File: src/hw/rtl/edf_pkg.sv
package edf_pkg;

	localparam int MAX_TASK_SLOTS = 8;
	localparam int SLOT_W  = (MAX_TASK_SLOTS > 1) ? $clog2(MAX_TASK_SLOTS) : 1;
	localparam int COUNT_W = $clog2(MAX_TASK_SLOTS + 1);

	localparam int PERIOD_W = 8;
	localparam int EXEC_W   = 8;
	localparam int CEIL_W   = 9;
	localparam int GRANT_W  = 3;
	localparam int MISS_W   = 8;
	localparam int TICK_W   = 16;

	localparam logic [CEIL_W-1:0] CEIL_RESET = 9'd256;

	typedef enum logic {
		MODE_TICK = 1'b0,
		MODE_ADD  = 1'b1
	} mode_t;

	typedef enum logic [1:0] {
		S_IDLE,
		S_SCAN,
		S_GRANT,
		S_EMIT
	} state_t;

	typedef struct packed {
		logic [PERIOD_W-1:0] period;
		logic [PERIOD_W-1:0] phase;
		logic                done;
		logic                fresh;
		logic [CEIL_W-1:0]   ceiling;
		logic [PERIOD_W-1:0] best_rem;
		logic                found;
	} slot_in_t;

	typedef struct packed {
		logic                miss;
		logic                done_next;
		logic                take;
		logic [PERIOD_W-1:0] rem;
		logic [PERIOD_W-1:0] phase_next;
	} slot_eval_t;

endpackage

File: src/hw/rtl/edf_if.sv
interface edf_req_if;
	logic                          valid;
	logic                          ready;
	logic                          mode;
	logic [edf_pkg::PERIOD_W-1:0]  new_period;
	logic [edf_pkg::EXEC_W-1:0]    new_exec_length;
	modport source (output valid, mode, new_period, new_exec_length, input ready);
	modport sink   (input valid, mode, new_period, new_exec_length, output ready);
endinterface

interface edf_rsp_if;
	logic                          valid;
	logic                          ready;
	logic                          grant_valid;
	logic [edf_pkg::GRANT_W-1:0]   granted_task;
	logic                          task_completed;
	logic [edf_pkg::MISS_W-1:0]    miss_mask;
	logic                          add_accepted;
	logic                          table_full;
	logic [edf_pkg::TICK_W-1:0]    tick_time;
	modport source (output valid, grant_valid, granted_task, task_completed, miss_mask,
		add_accepted, table_full, tick_time, input ready);
	modport sink   (input valid, grant_valid, granted_task, task_completed, miss_mask,
		add_accepted, table_full, tick_time, output ready);
endinterface

interface edf_cfg_if;
	logic                          valid;
	logic                          ready;
	logic [edf_pkg::CEIL_W-1:0]    data;
	modport source (output valid, data, input ready);
	modport sink   (input valid, data, output ready);
endinterface

File: src/hw/rtl/edf_slot_unit.sv
module edf_slot_unit (
	input  edf_pkg::slot_in_t   slot,
	output edf_pkg::slot_eval_t eval
);

	logic                          boundary;
	logic [edf_pkg::PERIOD_W:0]    phase_inc;

	always_comb begin
		boundary       = (slot.phase == '0) && !slot.fresh;
		eval.miss      = boundary && !slot.done;
		eval.done_next = slot.done && !boundary;
		eval.rem       = slot.period - slot.phase;
		eval.take      = !eval.done_next
			&& ({1'b0, eval.rem} < slot.ceiling)
			&& (!slot.found || (eval.rem < slot.best_rem));
		phase_inc      = {1'b0, slot.phase} + 1'b1;
		if (phase_inc >= {1'b0, slot.period}) begin
			eval.phase_next = '0;
		end else begin
			eval.phase_next = phase_inc[edf_pkg::PERIOD_W-1:0];
		end
	end

endmodule

File: src/hw/rtl/edf_periodic_task_scheduler.sv
// Channel | Dir | Payload                                     | Transaction
// req     | in  | mode, new_period, new_exec_length          | valid & ready
// rsp     | out | grant_valid, granted_task, task_completed, | valid & ready
//         |     | miss_mask, add_accepted, table_full,       |
//         |     | tick_time                                   |
// cfg     | in  | data (deadline_ceiling)                     | valid & ready
//
// Add item: goes straight from idle to emit, with no scan. Tick item: one slot
// per cycle passes through the shared slot unit (none if no task), then grant.
// req.ready is high only while idle; a pending result in the output register
// does not block the next accept, only its own emit.
// arst_n clears control state, task count, run counts and flags; ceiling = 256.
module edf_periodic_task_scheduler (
	input  logic            clk,
	input  logic            arst_n,
	edf_req_if.sink         req,
	edf_rsp_if.source       rsp,
	edf_cfg_if.sink         cfg
);

	localparam int NS = edf_pkg::MAX_TASK_SLOTS;
	localparam int SW = edf_pkg::SLOT_W;
	localparam int CW = edf_pkg::COUNT_W;

	localparam logic [edf_pkg::PERIOD_W-1:0] PERIOD_ONE = edf_pkg::PERIOD_W'(1);
	localparam logic [edf_pkg::EXEC_W-1:0]   EXEC_ONE   = edf_pkg::EXEC_W'(1);

	edf_pkg::state_t state_q, state_d;

	logic [edf_pkg::CEIL_W-1:0]   ceiling_q;
	logic [CW-1:0]                count_q;
	logic [edf_pkg::TICK_W-1:0]   tick_q;

	logic [edf_pkg::PERIOD_W-1:0] period_q [NS];
	logic [edf_pkg::EXEC_W-1:0]   exec_q   [NS];
	logic [edf_pkg::PERIOD_W-1:0] phase_q  [NS];
	logic [edf_pkg::EXEC_W-1:0]   run_q    [NS];
	logic [NS-1:0]                done_q;
	logic [NS-1:0]                fresh_q;

	logic [SW-1:0]                idx_q;
	logic [SW-1:0]                best_q;
	logic [edf_pkg::PERIOD_W-1:0] best_rem_q;
	logic                         found_q;

	logic                         r_grant_q;
	logic                         r_done_q;
	logic [edf_pkg::MISS_W-1:0]   r_miss_q;
	logic                         r_add_q;
	logic                         r_full_q;
	logic [edf_pkg::TICK_W-1:0]   r_tick_q;

	logic                         out_valid_q;
	logic                         out_grant_q;
	logic [edf_pkg::GRANT_W-1:0]  out_task_q;
	logic                         out_done_q;
	logic [edf_pkg::MISS_W-1:0]   out_miss_q;
	logic                         out_add_q;
	logic                         out_full_q;
	logic [edf_pkg::TICK_W-1:0]   out_tick_q;

	edf_pkg::slot_in_t            slot;
	edf_pkg::slot_eval_t          eval;

	logic                         accept;
	logic                         emit;
	logic                         room;
	logic                         last_slot;
	logic [SW-1:0]                add_slot;
	logic [edf_pkg::EXEC_W-1:0]   run_inc;

	assign room      = (count_q < CW'(NS));
	assign add_slot  = count_q[SW-1:0];
	assign last_slot = ((CW'(idx_q) + 1'b1) == count_q);
	assign run_inc   = run_q[best_q] + 1'b1;

	assign slot.period   = period_q[idx_q];
	assign slot.phase    = phase_q[idx_q];
	assign slot.done     = done_q[idx_q];
	assign slot.fresh    = fresh_q[idx_q];
	assign slot.ceiling  = ceiling_q;
	assign slot.best_rem = best_rem_q;
	assign slot.found    = found_q;

	edf_slot_unit u_slot (
		.slot (slot),
		.eval (eval)
	);

	always_ff @(posedge clk or negedge arst_n) begin
		if (!arst_n) begin
			state_q <= edf_pkg::S_IDLE;
		end else begin
			state_q <= state_d;
		end
	end

	always_comb begin
		state_d   = state_q;
		req.ready = 1'b0;
		accept    = 1'b0;
		emit      = 1'b0;
		unique case (state_q)
			edf_pkg::S_IDLE: begin
				req.ready = 1'b1;
				accept    = req.valid;
				if (req.valid) begin
					if (req.mode == edf_pkg::MODE_ADD) begin
						state_d = edf_pkg::S_EMIT;
					end else if (count_q == '0) begin
						state_d = edf_pkg::S_GRANT;
					end else begin
						state_d = edf_pkg::S_SCAN;
					end
				end
			end
			edf_pkg::S_SCAN: begin
				if (last_slot) begin
					state_d = edf_pkg::S_GRANT;
				end
			end
			edf_pkg::S_GRANT: begin
				state_d = edf_pkg::S_EMIT;
			end
			edf_pkg::S_EMIT: begin
				if (!out_valid_q || rsp.ready) begin
					emit    = 1'b1;
					state_d = edf_pkg::S_IDLE;
				end
			end
			default: begin
				state_d = edf_pkg::S_IDLE;
			end
		endcase
	end

	assign cfg.ready = 1'b1;

	always_ff @(posedge clk or negedge arst_n) begin
		if (!arst_n) begin
			ceiling_q <= edf_pkg::CEIL_RESET;
		end else if (cfg.valid) begin
			ceiling_q <= cfg.data;
		end
	end

	// control state and flags
	always_ff @(posedge clk or negedge arst_n) begin
		if (!arst_n) begin
			count_q <= '0;
			tick_q  <= '0;
			done_q  <= '0;
			fresh_q <= '0;
			for (int i = 0; i < NS; i++) begin
				run_q[i] <= '0;
			end
			idx_q   <= '0;
			found_q <= 1'b0;
		end else begin
			if (accept) begin
				idx_q   <= '0;
				found_q <= 1'b0;
				if (req.mode == edf_pkg::MODE_ADD && room) begin
					count_q           <= count_q + 1'b1;
					run_q[add_slot]   <= '0;
					done_q[add_slot]  <= 1'b0;
					fresh_q[add_slot] <= 1'b1;
				end
			end
			if (state_q == edf_pkg::S_SCAN) begin
				done_q[idx_q]  <= eval.done_next;
				fresh_q[idx_q] <= 1'b0;
				if (eval.take) begin
					found_q <= 1'b1;
				end
				if (!last_slot) begin
					idx_q <= idx_q + 1'b1;
				end
			end
			if (state_q == edf_pkg::S_GRANT) begin
				tick_q <= tick_q + 1'b1;
				if (found_q) begin
					if (run_inc == exec_q[best_q]) begin
						run_q[best_q]  <= '0;
						done_q[best_q] <= 1'b1;
					end else begin
						run_q[best_q] <= run_inc;
					end
				end
			end
		end
	end

	// task parameters, scan bookkeeping and result
	always_ff @(posedge clk) begin
		if (accept) begin
			r_grant_q <= 1'b0;
			r_done_q  <= 1'b0;
			r_miss_q  <= '0;
			r_tick_q  <= tick_q;
			r_add_q   <= (req.mode == edf_pkg::MODE_ADD) && room;
			best_q    <= '0;
			if (req.mode == edf_pkg::MODE_ADD && room) begin
				period_q[add_slot] <= (req.new_period == '0) ? PERIOD_ONE : req.new_period;
				exec_q[add_slot]   <= (req.new_exec_length == '0) ? EXEC_ONE
					: req.new_exec_length;
				phase_q[add_slot]  <= '0;
				r_full_q           <= ((count_q + 1'b1) >= CW'(NS));
			end else begin
				r_full_q <= !room;
			end
		end
		if (state_q == edf_pkg::S_SCAN) begin
			phase_q[idx_q] <= eval.phase_next;
			if (eval.miss && (int'(idx_q) < edf_pkg::MISS_W)) begin
				r_miss_q <= r_miss_q | (edf_pkg::MISS_W'(1) << idx_q);
			end
			if (eval.take) begin
				best_q     <= idx_q;
				best_rem_q <= eval.rem;
			end
		end
		if (state_q == edf_pkg::S_GRANT) begin
			r_grant_q <= found_q;
			r_done_q  <= found_q && (run_inc == exec_q[best_q]);
			r_full_q  <= !room;
		end
	end

	always_ff @(posedge clk or negedge arst_n) begin
		if (!arst_n) begin
			out_valid_q <= 1'b0;
		end else if (emit) begin
			out_valid_q <= 1'b1;
		end else if (rsp.ready) begin
			out_valid_q <= 1'b0;
		end
	end

	always_ff @(posedge clk) begin
		if (emit) begin
			out_grant_q <= r_grant_q;
			out_task_q  <= r_grant_q ? edf_pkg::GRANT_W'(best_q) : '0;
			out_done_q  <= r_done_q;
			out_miss_q  <= r_miss_q;
			out_add_q   <= r_add_q;
			out_full_q  <= r_full_q;
			out_tick_q  <= r_tick_q;
		end
	end

	assign rsp.valid          = out_valid_q;
	assign rsp.grant_valid    = out_grant_q;
	assign rsp.granted_task   = out_task_q;
	assign rsp.task_completed = out_done_q;
	assign rsp.miss_mask      = out_miss_q;
	assign rsp.add_accepted   = out_add_q;
	assign rsp.table_full     = out_full_q;
	assign rsp.tick_time      = out_tick_q;

endmodule

File: src/flat_wrapper.sv
// flat-port wrapper written by rule: the top's interface ports become plain ports
module edf_periodic_task_scheduler_flat 
  (clk, arst_n, req_valid, req_mode, req_new_period, req_new_exec_length, req_ready, rsp_valid, rsp_grant_valid, rsp_granted_task, rsp_task_completed, rsp_miss_mask, rsp_add_accepted, rsp_table_full, rsp_tick_time, rsp_ready, cfg_valid, cfg_data, cfg_ready);
  edf_req_if req_i ();
  edf_rsp_if rsp_i ();
  edf_cfg_if cfg_i ();
  input  logic clk;
  input  logic arst_n;
  input wire logic [$bits(req_i.valid)-1:0] req_valid;
  input wire logic [$bits(req_i.mode)-1:0] req_mode;
  input wire logic [$bits(req_i.new_period)-1:0] req_new_period;
  input wire logic [$bits(req_i.new_exec_length)-1:0] req_new_exec_length;
  output wire logic [$bits(req_i.ready)-1:0] req_ready;
  output wire logic [$bits(rsp_i.valid)-1:0] rsp_valid;
  output wire logic [$bits(rsp_i.grant_valid)-1:0] rsp_grant_valid;
  output wire logic [$bits(rsp_i.granted_task)-1:0] rsp_granted_task;
  output wire logic [$bits(rsp_i.task_completed)-1:0] rsp_task_completed;
  output wire logic [$bits(rsp_i.miss_mask)-1:0] rsp_miss_mask;
  output wire logic [$bits(rsp_i.add_accepted)-1:0] rsp_add_accepted;
  output wire logic [$bits(rsp_i.table_full)-1:0] rsp_table_full;
  output wire logic [$bits(rsp_i.tick_time)-1:0] rsp_tick_time;
  input wire logic [$bits(rsp_i.ready)-1:0] rsp_ready;
  input wire logic [$bits(cfg_i.valid)-1:0] cfg_valid;
  input wire logic [$bits(cfg_i.data)-1:0] cfg_data;
  output wire logic [$bits(cfg_i.ready)-1:0] cfg_ready;
  assign req_i.valid = req_valid;
  assign req_i.mode = req_mode;
  assign req_i.new_period = req_new_period;
  assign req_i.new_exec_length = req_new_exec_length;
  assign req_ready = req_i.ready;
  assign rsp_valid = rsp_i.valid;
  assign rsp_grant_valid = rsp_i.grant_valid;
  assign rsp_granted_task = rsp_i.granted_task;
  assign rsp_task_completed = rsp_i.task_completed;
  assign rsp_miss_mask = rsp_i.miss_mask;
  assign rsp_add_accepted = rsp_i.add_accepted;
  assign rsp_table_full = rsp_i.table_full;
  assign rsp_tick_time = rsp_i.tick_time;
  assign rsp_i.ready = rsp_ready;
  assign cfg_i.valid = cfg_valid;
  assign cfg_i.data = cfg_data;
  assign cfg_ready = cfg_i.ready;
  edf_periodic_task_scheduler u_core (.clk(clk), .arst_n(arst_n), .req(req_i), .rsp(rsp_i), .cfg(cfg_i));
endmodule
File: config.mk
export PLATFORM = sky130hd
export DESIGN_NAME = edf_periodic_task_scheduler_flat
export DESIGN_NICKNAME = d
export VERILOG_FILES = /design/src/hw/rtl/edf_pkg.sv /design/src/hw/rtl/edf_if.sv /design/src/hw/rtl/edf_slot_unit.sv /design/src/hw/rtl/edf_periodic_task_scheduler.sv /design/src/flat_wrapper.sv
export SDC_FILE = /design/constraint.sdc
export NUM_CORES = 1
export LEC_CHECK = 0
export BUFFER_PORTS_ARGS = -buffer_cell sky130_fd_sc_hd__buf_2
export CORE_MARGIN = 3
export CORE_UTILIZATION = 45
export DETAILED_ROUTE_END_ITERATION = 8
export PLACE_DENSITY = 0.74
export SETUP_SLACK_MARGIN = 0.1
export SLEW_MARGIN = 20
export SYNTH_ARGS = -nofsm -noshare
export SYNTH_HDL_FRONTEND = slang
export SYNTH_SLANG_ARGS = --single-unit
File: constraint.sdc
create_clock -name clk -period 5.2 [get_ports clk]
set_clock_uncertainty 0.2 [all_clocks]
set_input_delay 0.52 -clock clk [delete_from_list [all_inputs] [get_ports clk]]
set_output_delay 0.52 -clock clk [all_outputs]
set_load 0.01 [all_outputs]
After elaboration in Yosys (flattened, before gate mapping)
Memory sizes are Yosys's and may differ from the RTL's. A register that Yosys moved wholly into a read port is not among the register bits.
Index checks and enable logic that the tools add are counted.
{"block": "classes", "n_addsub": 7, "magnitude_cmp": 15, "n_eq_ne": 8, "shifts": 1, "mux": 74, "n_bitwise": 13, "reduce_logical": 32}
{"operator": "64-bit 2-to-1 mux", "n": 5}
{"operator": "8-bit 2-to-1 mux", "n": 20}
{"operator": "64-bit bitwise AND", "n": 2}
{"operator": "64-bit NOT", "n": 2}
{"operator": "64-bit bitwise mux", "n": 1}
{"operator": "8-bit demux with 3-bit select", "n": 2}
{"operator": "1-bit 2-to-1 mux", "n": 26}
{"operator": "8-bit binary-select mux with 3-bit select", "n": 1}
{"operator": "8-bit logical NOT", "n": 3}
{"operator": "8-bit OR", "n": 3}
{"operator": "3-bit 2-to-1 mux", "n": 7}
{"operator": "16-bit by 1-bit adder with 16-bit output (second input constant)", "n": 1}
{"operator": "8-bit bitwise AND", "n": 2}
{"operator": "8-bit NOT", "n": 2}
{"operator": "4-bit >= comparator (second input constant)", "n": 3}
{"operator": "1-bit logical AND", "n": 12}
{"operator": "3-bit by 4-bit < comparator with 1-bit output (second input constant)", "n": 3}
{"operator": "2-bit 2-to-1 mux", "n": 5}
{"operator": "8-bit by 1-bit adder with 9-bit output (second input constant)", "n": 1}
{"operator": "1-bit demux with 3-bit select", "n": 3}
{"operator": "3-bit by 1-bit >= comparator with 1-bit output (second input constant)", "n": 3}
{"operator": "9-bit by 8-bit >= comparator with 1-bit output", "n": 1}
{"operator": "8-bit by 9-bit < comparator with 1-bit output", "n": 1}
{"operator": "8-bit by 1-bit adder with 8-bit output (second input constant)", "n": 1}
{"operator": "26 further kinds", "n": 40}
{"block": "word_totals", "register_bits": 186, "ram_bits": 192, "inputBits": 31, "output_inout_bits": 34, "elab_cells": 185, "n_memories": 3}
{"name": "u_core.exec_q", "words": 8, "word_bits": 8, "read_ports": 1, "rd_ports_with_merged_regs": 1, "write_ports": 1, "line_no": "edf_periodic_task_scheduler.sv:35", "text": "logic [edf_pkg::EXEC_W-1:0] exec_q [NS];"}
{"name": "u_core.period_q", "words": 8, "word_bits": 8, "read_ports": 1, "rd_ports_with_merged_regs": 0, "write_ports": 1, "line_no": "edf_periodic_task_scheduler.sv:34", "text": "logic [edf_pkg::PERIOD_W-1:0] period_q [NS];"}
{"name": "u_core.phase_q", "words": 8, "word_bits": 8, "read_ports": 1, "rd_ports_with_merged_regs": 0, "write_ports": 1, "line_no": "edf_periodic_task_scheduler.sv:36", "text": "logic [edf_pkg::PERIOD_W-1:0] phase_q [NS];"}

Logic depth before layout (Yosys ltp)
Gate-level depths: netlist of run 1.
{"block": "depth", "word_depth": 14, "ltp_mapped": 24, "mapped_depth_nobuf": 21}

Hierarchy
From an unflattened synthesis of run 1, not the netlist that was laid out.
{"block": "hier_totals", "hier_cells": 1239, "area_unflattened_um2": 16943.8}
{"mod": "edf_periodic_task_scheduler", "n_inst": 1, "cells_each": 1093, "area_each_um2": 15857.7, "seq_area_each_um2": 10661.5}
{"mod": "edf_slot_unit", "n_inst": 1, "cells_each": 146, "area_each_um2": 1086.0, "seq_area_each_um2": 0.0}

Worst setup path after synthesis of run 1
OpenSTA, ideal clock, no wires.
{"block": "synth_timing", "kind": "reg-to-reg", "start": "reg u_core.idx_q[0]", "end": "reg u_core.best_rem_q[0] in the netlist's numbering (enable)", "setup_ps": 324, "arrival_time_ps": 5188, "t_required_ps": 4676, "slack_ps": -512, "path_stages_with_launch": 25, "n_path_buf": 6, "period_less_slack_ps": 5712, "path_cell_list": "dfrtp_1 > clkbuf_1 > buf_2 > buf_1 > clkbuf_1 > buf_1 > buf_1 > mux2i_1 > nor2_1 > nor3_1 > ha_1 > inv_1 > fa_1 > nand2_1 > nand2_1 > a21oi_1 > o21bai_1 > a21oi_1 > xnor2_1 > ha_1 > a21oi_1 > o21ai_0 > a21o_1 > a2111o_1 > inv_1"}
{"element": "from (decl)", "line_no": "edf_periodic_task_scheduler.sv:41", "text": "logic [SW-1:0] idx_q;"}
{"element": "from (signal assigned)", "line_no": "edf_periodic_task_scheduler.sv:177", "text": "idx_q <= idx_q + 1'b1;"}
{"element": "to (signal assigned)", "line_no": "edf_periodic_task_scheduler.sv:220", "text": "best_rem_q <= eval.rem;"}
{"element": "to (decl)", "line_no": "edf_periodic_task_scheduler.sv:43", "text": "logic [edf_pkg::PERIOD_W-1:0] best_rem_q;"}

==> reports/results.tsv, run 1 <==
metric	value	unit
nNetsFinal	1503	
slew-limit-headroom	26.5	%
die-area	41000	sq um
routed_wl	40000	um
reg2reg_to	u_core.best_rem_q[3]	
place_hpwl	26400	um
grt_usage	19.1	%
ctsLongestPathBuffers	3	
critPathKind	reg -> reg	
yosysUniqueCellTypes	84	
root_buffer	clkbuf_16	
yosys_most_used_dff	edfxtp_1	
outcome	finished clean	
grt_pass1_vias	11100	
drt_pass1_iterations	5	
regArea	10700	sq um
path_buf_inv	4	
synth.area.top_cells	edfxtp_1 (43%), dfrtp_1 (17%), ha_1 (3.2%)	
fillerInstances	3159	
clk_latency	0.53	ns
critPathCaptureType	register	
ant_nets	0	
diodes	0	
area_growth_syn_to_layout	12.9	%
tightest_slew	1.10	ns
layout_min_cycle_time	4.78	ns
setup_viol	0	
min_to	u_core.ceiling_q[1]	
die_w	202	um
fmax	209	MHz
drc	0	
cts_tree	yes	
synth_nets	1441	
multi_input_area	6080	sq um
cp_cell_sequence	buf_4, nor2_1, buf_4, a22oi_1, o22ai_1, ha_1, inv_1, fa_1, nand2_1, nand2_1, a21oi_1, o21bai_1, a21oi_1, xnor2_1, ha_1, a21oi_1, o21ai_0, a21o_1, a2111o_1, inv_4	
fp.dieH	202	um
placementRows	71	
worstSetupStartpointType	register	
ys_warn_count	0	
powerDensity	647	nW/um^2
max-vdd-ir-drop	0.334	mV
yosysTopAreaCell	edfxtp_1	
async_flop_share	30.7	%
cts_made_buffers	40	
grt_pass1_wl	62400	um
drive_gt1_share	16.8	%
synth_cells	1364	
setup_slack	0.418	ns
worst_hold_path.num_cells	3	
cts.sinks	378	
cp_common_cell	a21oi_1	
boundaryPins	65	
netlist_area	17400	sq um
place_ws	0.134	ns
ys_seq_elements	378	
critPathMaxStageDelay	0.56	ns
io_buffers	63	
viasPerCell	5.75	
antenna_found_initial	0	
clkTransAtPathRegs	0.06	ns
cap_violations	0	
post-route-util	51.8	%
crit_fanout	11	
fin_setup_tns	0	ns
worstHoldStart	cfg_data[1]	
ys_seq_area_share	61.4	%
r2r_start	u_core.idx_q[1]	
startpoint	u_core.idx_q[1]	
synth_top_area_share	43.4	%
hold_viol	0	
leakage	0.00758	uW
required	5.24	ns
final_max_slew_viol_count	0	
vias	11300	
rsz0062_at_grt	no	
route.detailed.wl_per_inst	20.3	um
initial_core_util	45.9	%
min_path_type	in -> reg	
ff2ff_setup_slack	0.42	ns
fin_crit_sh	92.0	%
grt_max_degree	64	
rr_worst_depth	20	
htree_num_levels	2	
critPathTopFamily	compound AO/OA/AOI/OAI gates	
arrival	4.82	ns
synth-edff-count	251	
core_area	37800	sq um
avgSynthCellArea	12.7	sq um
slowest_stage	dfrtp_4	
grt_overflow	0	
place.gp.congestion	0.937	
drt_iter0_drc	1049	
==> power by group <==
part           total [uW]  switching, uW  internal, uW
Clock                2910           1150          1760
Sequential           4390            355          4040
Combinational        5390           3260          2130
Total               12700           4760          7930
==> registers in the layout, summed over array words and instances, names as in the netlist, 2 cells and up <==
register / cells
u_core.done_q: 8
u_core.tick_q: 16
u_core.run_q: 64
u_core.best_rem_q: 8
u_core.rsp.granted_task: 3
u_core.rsp.tick_time: 16
u_core.exec_q: 64
u_core.r_tick_q: 16
u_core.state_q: 2
u_core.fresh_q: 8
u_core.count_q: 4
u_core.ceiling_q: 9
u_core.period_q: 64
u_core.best_q: 3
u_core.r_miss_q: 8
u_core.idx_q: 3
u_core.phase_q: 64
u_core.rsp.miss_mask: 8
==> logic make-up after synthesis <==
kind of cell	after synthesis	synth area share (%)
and+or+nand+nor	393	11.0
adders and majority gates	46	3.36
AOI/OAI and AO/OA	263	10.7
muxes	96	7.17
DFF	378	61.4
xor gates and xnor gates	45	2.56
other	1	0.0216
buffers and inverters	142	3.71
==> metal layers <==
layer | up-vias | share of wire, % | track usage (%) | routed length [um]
met2 | 489 | 46 | 30.4 | 18400
met1 | 5573 | 44 | 27.3 | 17600
met3 | 112 | 7.1 | 3.16 | 2850
li1 | 5144 | - | - | -
met4 | 0 | 2.9 | 5.99 | 1160
met5 | - | 0 | 0 | 0
==> worst reg2reg max path, delay by kind of cell, from the launching register on <==
kind                     cells  cell delay, ns
AO/OA/AOI/OAI                9            1.70
adder cells (fa/ha/maj)      3            0.92
buffers and inverters        4            0.59
flip-flops                   1            0.56
AND/OR/NAND/NOR              3            0.29
XOR/XNOR                     1            0.22
==> synthesized netlist by cell type, types with 8 or more instances <==
cell / instances
xor2_1: 11
o31ai_2: 9
dfxtp_1: 11
nand3_1: 74
inv_1: 57
nor2_1: 65
a21o_1: 16
o21ai_0: 63
nand2_1: 137
o31ai_1: 17
nor2b_1: 14
o21a_1: 16
dfrtp_1: 115
ha_1: 45
a21oi_1: 29
nand3b_1: 8
nand2b_1: 16
a22o_1: 8
buf_1: 8
edfxtp_1: 251
mux2i_1: 56
xnor2_1: 29
a22oi_1: 14
nor3_1: 19
clkbuf_1: 43
mux2_2: 20
o21ai_1: 11
and2_1: 12
buf_4: 8
a31oi_1: 10
and3_1: 10
a211oi_1: 8
mux4_2: 18
buf_2: 16
==> stage by stage <==
| step | cell area [sq um] | power, uW | cells | hold slack [ns] |
|---|---|---|---|---|
| after floorplan | 17400 | 8180 | 1364 | 0.0244 |
| after global placement | 18100 | 9460 | 1887 | 0.205 |
| after detailed placement | 18100 | 9660 | 1887 | 0.205 |
| after CTS | 19500 | 12600 | 1960 | 0.0143 |
| after global routing | 19600 | 13500 | 1967 | 0.0284 |
| final | 19600 | 12700 | 1967 | 0.0231 |
==> cells in the final DEF (no fill, tap or decap), types with 14 or more instances in the layout <==
cell / instances
dfrtp_1: 112
inv_1: 56
clkbuf_16: 41
o21ai_0: 61
nor2_1: 64
o21a_1: 16
mux2i_1: 56
ha_1: 45
a21oi_1: 28
edfxtp_1: 251
buf_4: 38
nand3_1: 74
nand2_1: 137
mux2_2: 20
buf_2: 62
a21o_1: 16
nor3_1: 18
o31ai_1: 17
a22oi_1: 14
xnor2_1: 29
nand2b_1: 16
mux4_2: 18
==> worst max-delay path by stage <==
stage	to	slack, ns	cells after the start
finish	u_core.best_rem_q[3]	0.42	20
CTS	u_core.best_rem_q[3]	0.13	19
floorplan	u_core.best_rem_q[0]	0.15	24
detailed placement	u_core.best_rem_q[3]	0.13	19
global route	u_core.best_q[0]	0.10	21
global placement	u_core.best_rem_q[1]	0.27	19
==> area by class of cell <==
class	count	area share [%]
flip-flops and latches	378	54.5
multi-input cells	844	31.0
clock buffers	47	5.40
well taps	511	3.26
repair buffers	102	3.19
clock inverters	25	1.51
inverters	60	1.16
==> timing repair <==
item,in CTS,in global routing
hold buffers,1,0
endpoints found under the hold margin,38,0
setup buffers,0,7
resized for setup,0,10
endpoints found under the setup margin,0,12
(Power assumes the default switching activity.)
==> run 2, diff against run 1 <==
==> constraint.sdc (replaced) <==
create_clock -name clk -period 4.3 [get_ports clk]
set_clock_uncertainty 0.2 [all_clocks]
set_input_delay 0.43 -clock clk [delete_from_list [all_inputs] [get_ports clk]]
set_output_delay 0.43 -clock clk [all_outputs]
set_load 0.01 [all_outputs]
==> reports/results.tsv, run 2 (synthesis gave the netlist of run 1 again) <==
metric	value	unit
outcome	finished, violations left	
violations	negative setup slack	
cap_violations	0	
root_buffer	clkbuf_16	
routed_wl	40400	um
max-vdd-ir-drop	0.494	mV
antenna_found_initial	0	
clk_latency	0.53	ns
fin_setup_tns	-0.810	ns
tightest_slew	1.16	ns
slew-limit-headroom	21.8	%
leakage	0.00801	uW
die_w	202	um
drive_gt1_share	22.2	%
htree_num_levels	2	
rsz0062_at_grt	yes	
initial_core_util	45.9	%
fmax	228	MHz
drt_iter0_drc	1075	
io_buffers	63	
cts_tree	yes	
final_cell_mix	edfxtp_1 (251), nand2_1 (136), dfrtp_1 (113), buf_4 (92), nand3_1 (73)	
boundaryPins	65	
grt_overflow	0	
setup_viol	11	
grt_pass1_vias	11600	
required	4.34	ns
nNetsFinal	1582	
ff2ff_setup_slack	-0.08	ns
ctsLongestPathBuffers	3	
worstSetupStartpointType	register	
placementRows	71	
drt_pass1_iterations	6	
final_max_slew_viol_count	0	
layout_min_cycle_time	4.38	ns
place_hpwl	27000	um
grt_max_degree	65	
powerDensity	797	nW/um^2
viasPerCell	5.69	
placed_cells	1947	
core_area	37800	sq um
hold_viol	0	
cts_made_buffers	40	
power	16300	uW
clkTransAtPathRegs	0.06	ns
grt_pass1_wl	63800	um
vias	11700	
ant_nets	0	
diodes	0	
arrival	4.42	ns
setup_slack	-0.0774	ns
die-area	41000	sq um
fp.dieH	202	um
grt_usage	19.5	%
min_path_type	in -> reg	
final_cells	2048	
drc	0	
route.detailed.wl_per_inst	19.8	um
critPathCaptureType	register	
cts.sinks	378	
critPathKind	reg -> reg	
fin_crit_sh	102	%
area_growth_syn_to_layout	17.8	%
place.gp.congestion	0.920	
crit_fanout	10	
final_common_cell	edfxtp_1	
run 2: changes by cell type in the layout (fill, tap and decap cells not counted), moves of 5 or more:
| cell | delta |
|---|---|
| dlygate4sd3_1 | +13 |
| a21oi_1 | -5 |
| buf_6 | +6 |
| clkbuf_1 | +6 |
| a21oi_2 | +5 |
| buf_4 | +54 |
| buf_12 | +6 |
run 2: path summary, 6_finish.rpt:
| path | from | endpoint | depth (start not counted) |
|---|---|---|---|
| hold / removal | req_new_exec_length[2] | u_core.exec_q[2][2] | 1 |
| setup / recovery | u_core.idx_q[2] | u_core.best_rem_q[4] | 22 |
| min in group asynchronous | arst_n | u_core.tick_q[12] | 2 |
| hold reg to reg | u_core.r_tick_q[10] | u_core.rsp.tick_time[10] | 0 |
| setup reg to reg | u_core.idx_q[2] | u_core.best_rem_q[4] | 22 |
| max in group asynchronous | arst_n | u_core.run_q[38] | 3 |
run 2: where the power goes:
part / leakage [uW] / switching, uW / internal, uW
combinational: 0.00356 / 4240 / 3370
sequential: 0.00381 / 422 / 4880
clock: 0.000633 / 1380 / 2000
run 2: timing repair:
| action | in CTS | in global routing |
|---|---|---|
| hold buffers | 14 | 0 |
| setup endpoints to repair | 44 | 76 |
| resized for setup | 27 | 23 |
| hold endpoints to repair | 96 | 0 |
| pin swaps | 14 | 10 |
| buffers inserted | 12 | 1 |
run 2: layout make-up:
type                    count  area, sq um
clock buffers              55         1110
clock inverters            19          198
fillers                  3106        17400
inverters                  60          231
multi-input cells         844         6240
flip-flops and latches    378        10700
well taps                 511          639
repair buffers            181         1350
run 2: stage by stage:
stage          util (%)  hold WS [ns]  setup slack [ns]  cell area (sq um)
6_report           54.0        0.0185           -0.0774              20400
5_1_grt            54.0        0.0161            -0.324              20400
4_1_cts            53.7      0.000895           -0.0252              20300
3_5_place_dp       49.3         0.205            -0.221              18700
3_3_place_gp       49.3         0.205            -0.140              18700
2_1_floorplan         -       -0.0656            -0.248              17500
run 2: worst max-delay path, cell delays in order (launching register included):
cell      delay (ns)
dfrtp_1         0.40
buf_12          0.15
buf_12          0.13
mux2i_1         0.13
nor2_1          0.05
a21oi_1         0.11
nor2_1          0.06
nor3_2          0.28
ha_2            0.25
inv_2           0.04
fa_2            0.33
nand2_1         0.07
nand2_1         0.06
a21oi_2         0.15
o21bai_1        0.10
a21oi_2         0.18
xnor2_2         0.14
ha_1            0.28
a21oi_2         0.12
o21ai_1         0.08
a21o_1          0.18
a2111o_1        0.46
inv_4           0.13
run 2: metal layers:
metal,vias to the layer above,GRT usage (%),share of wire (%)
met4,0,5.59,2.2
met3,84,3.53,7.7
met5,-,0,0
met2,479,30.9,46
li1,5302,-,-
met1,5787,27.8,44
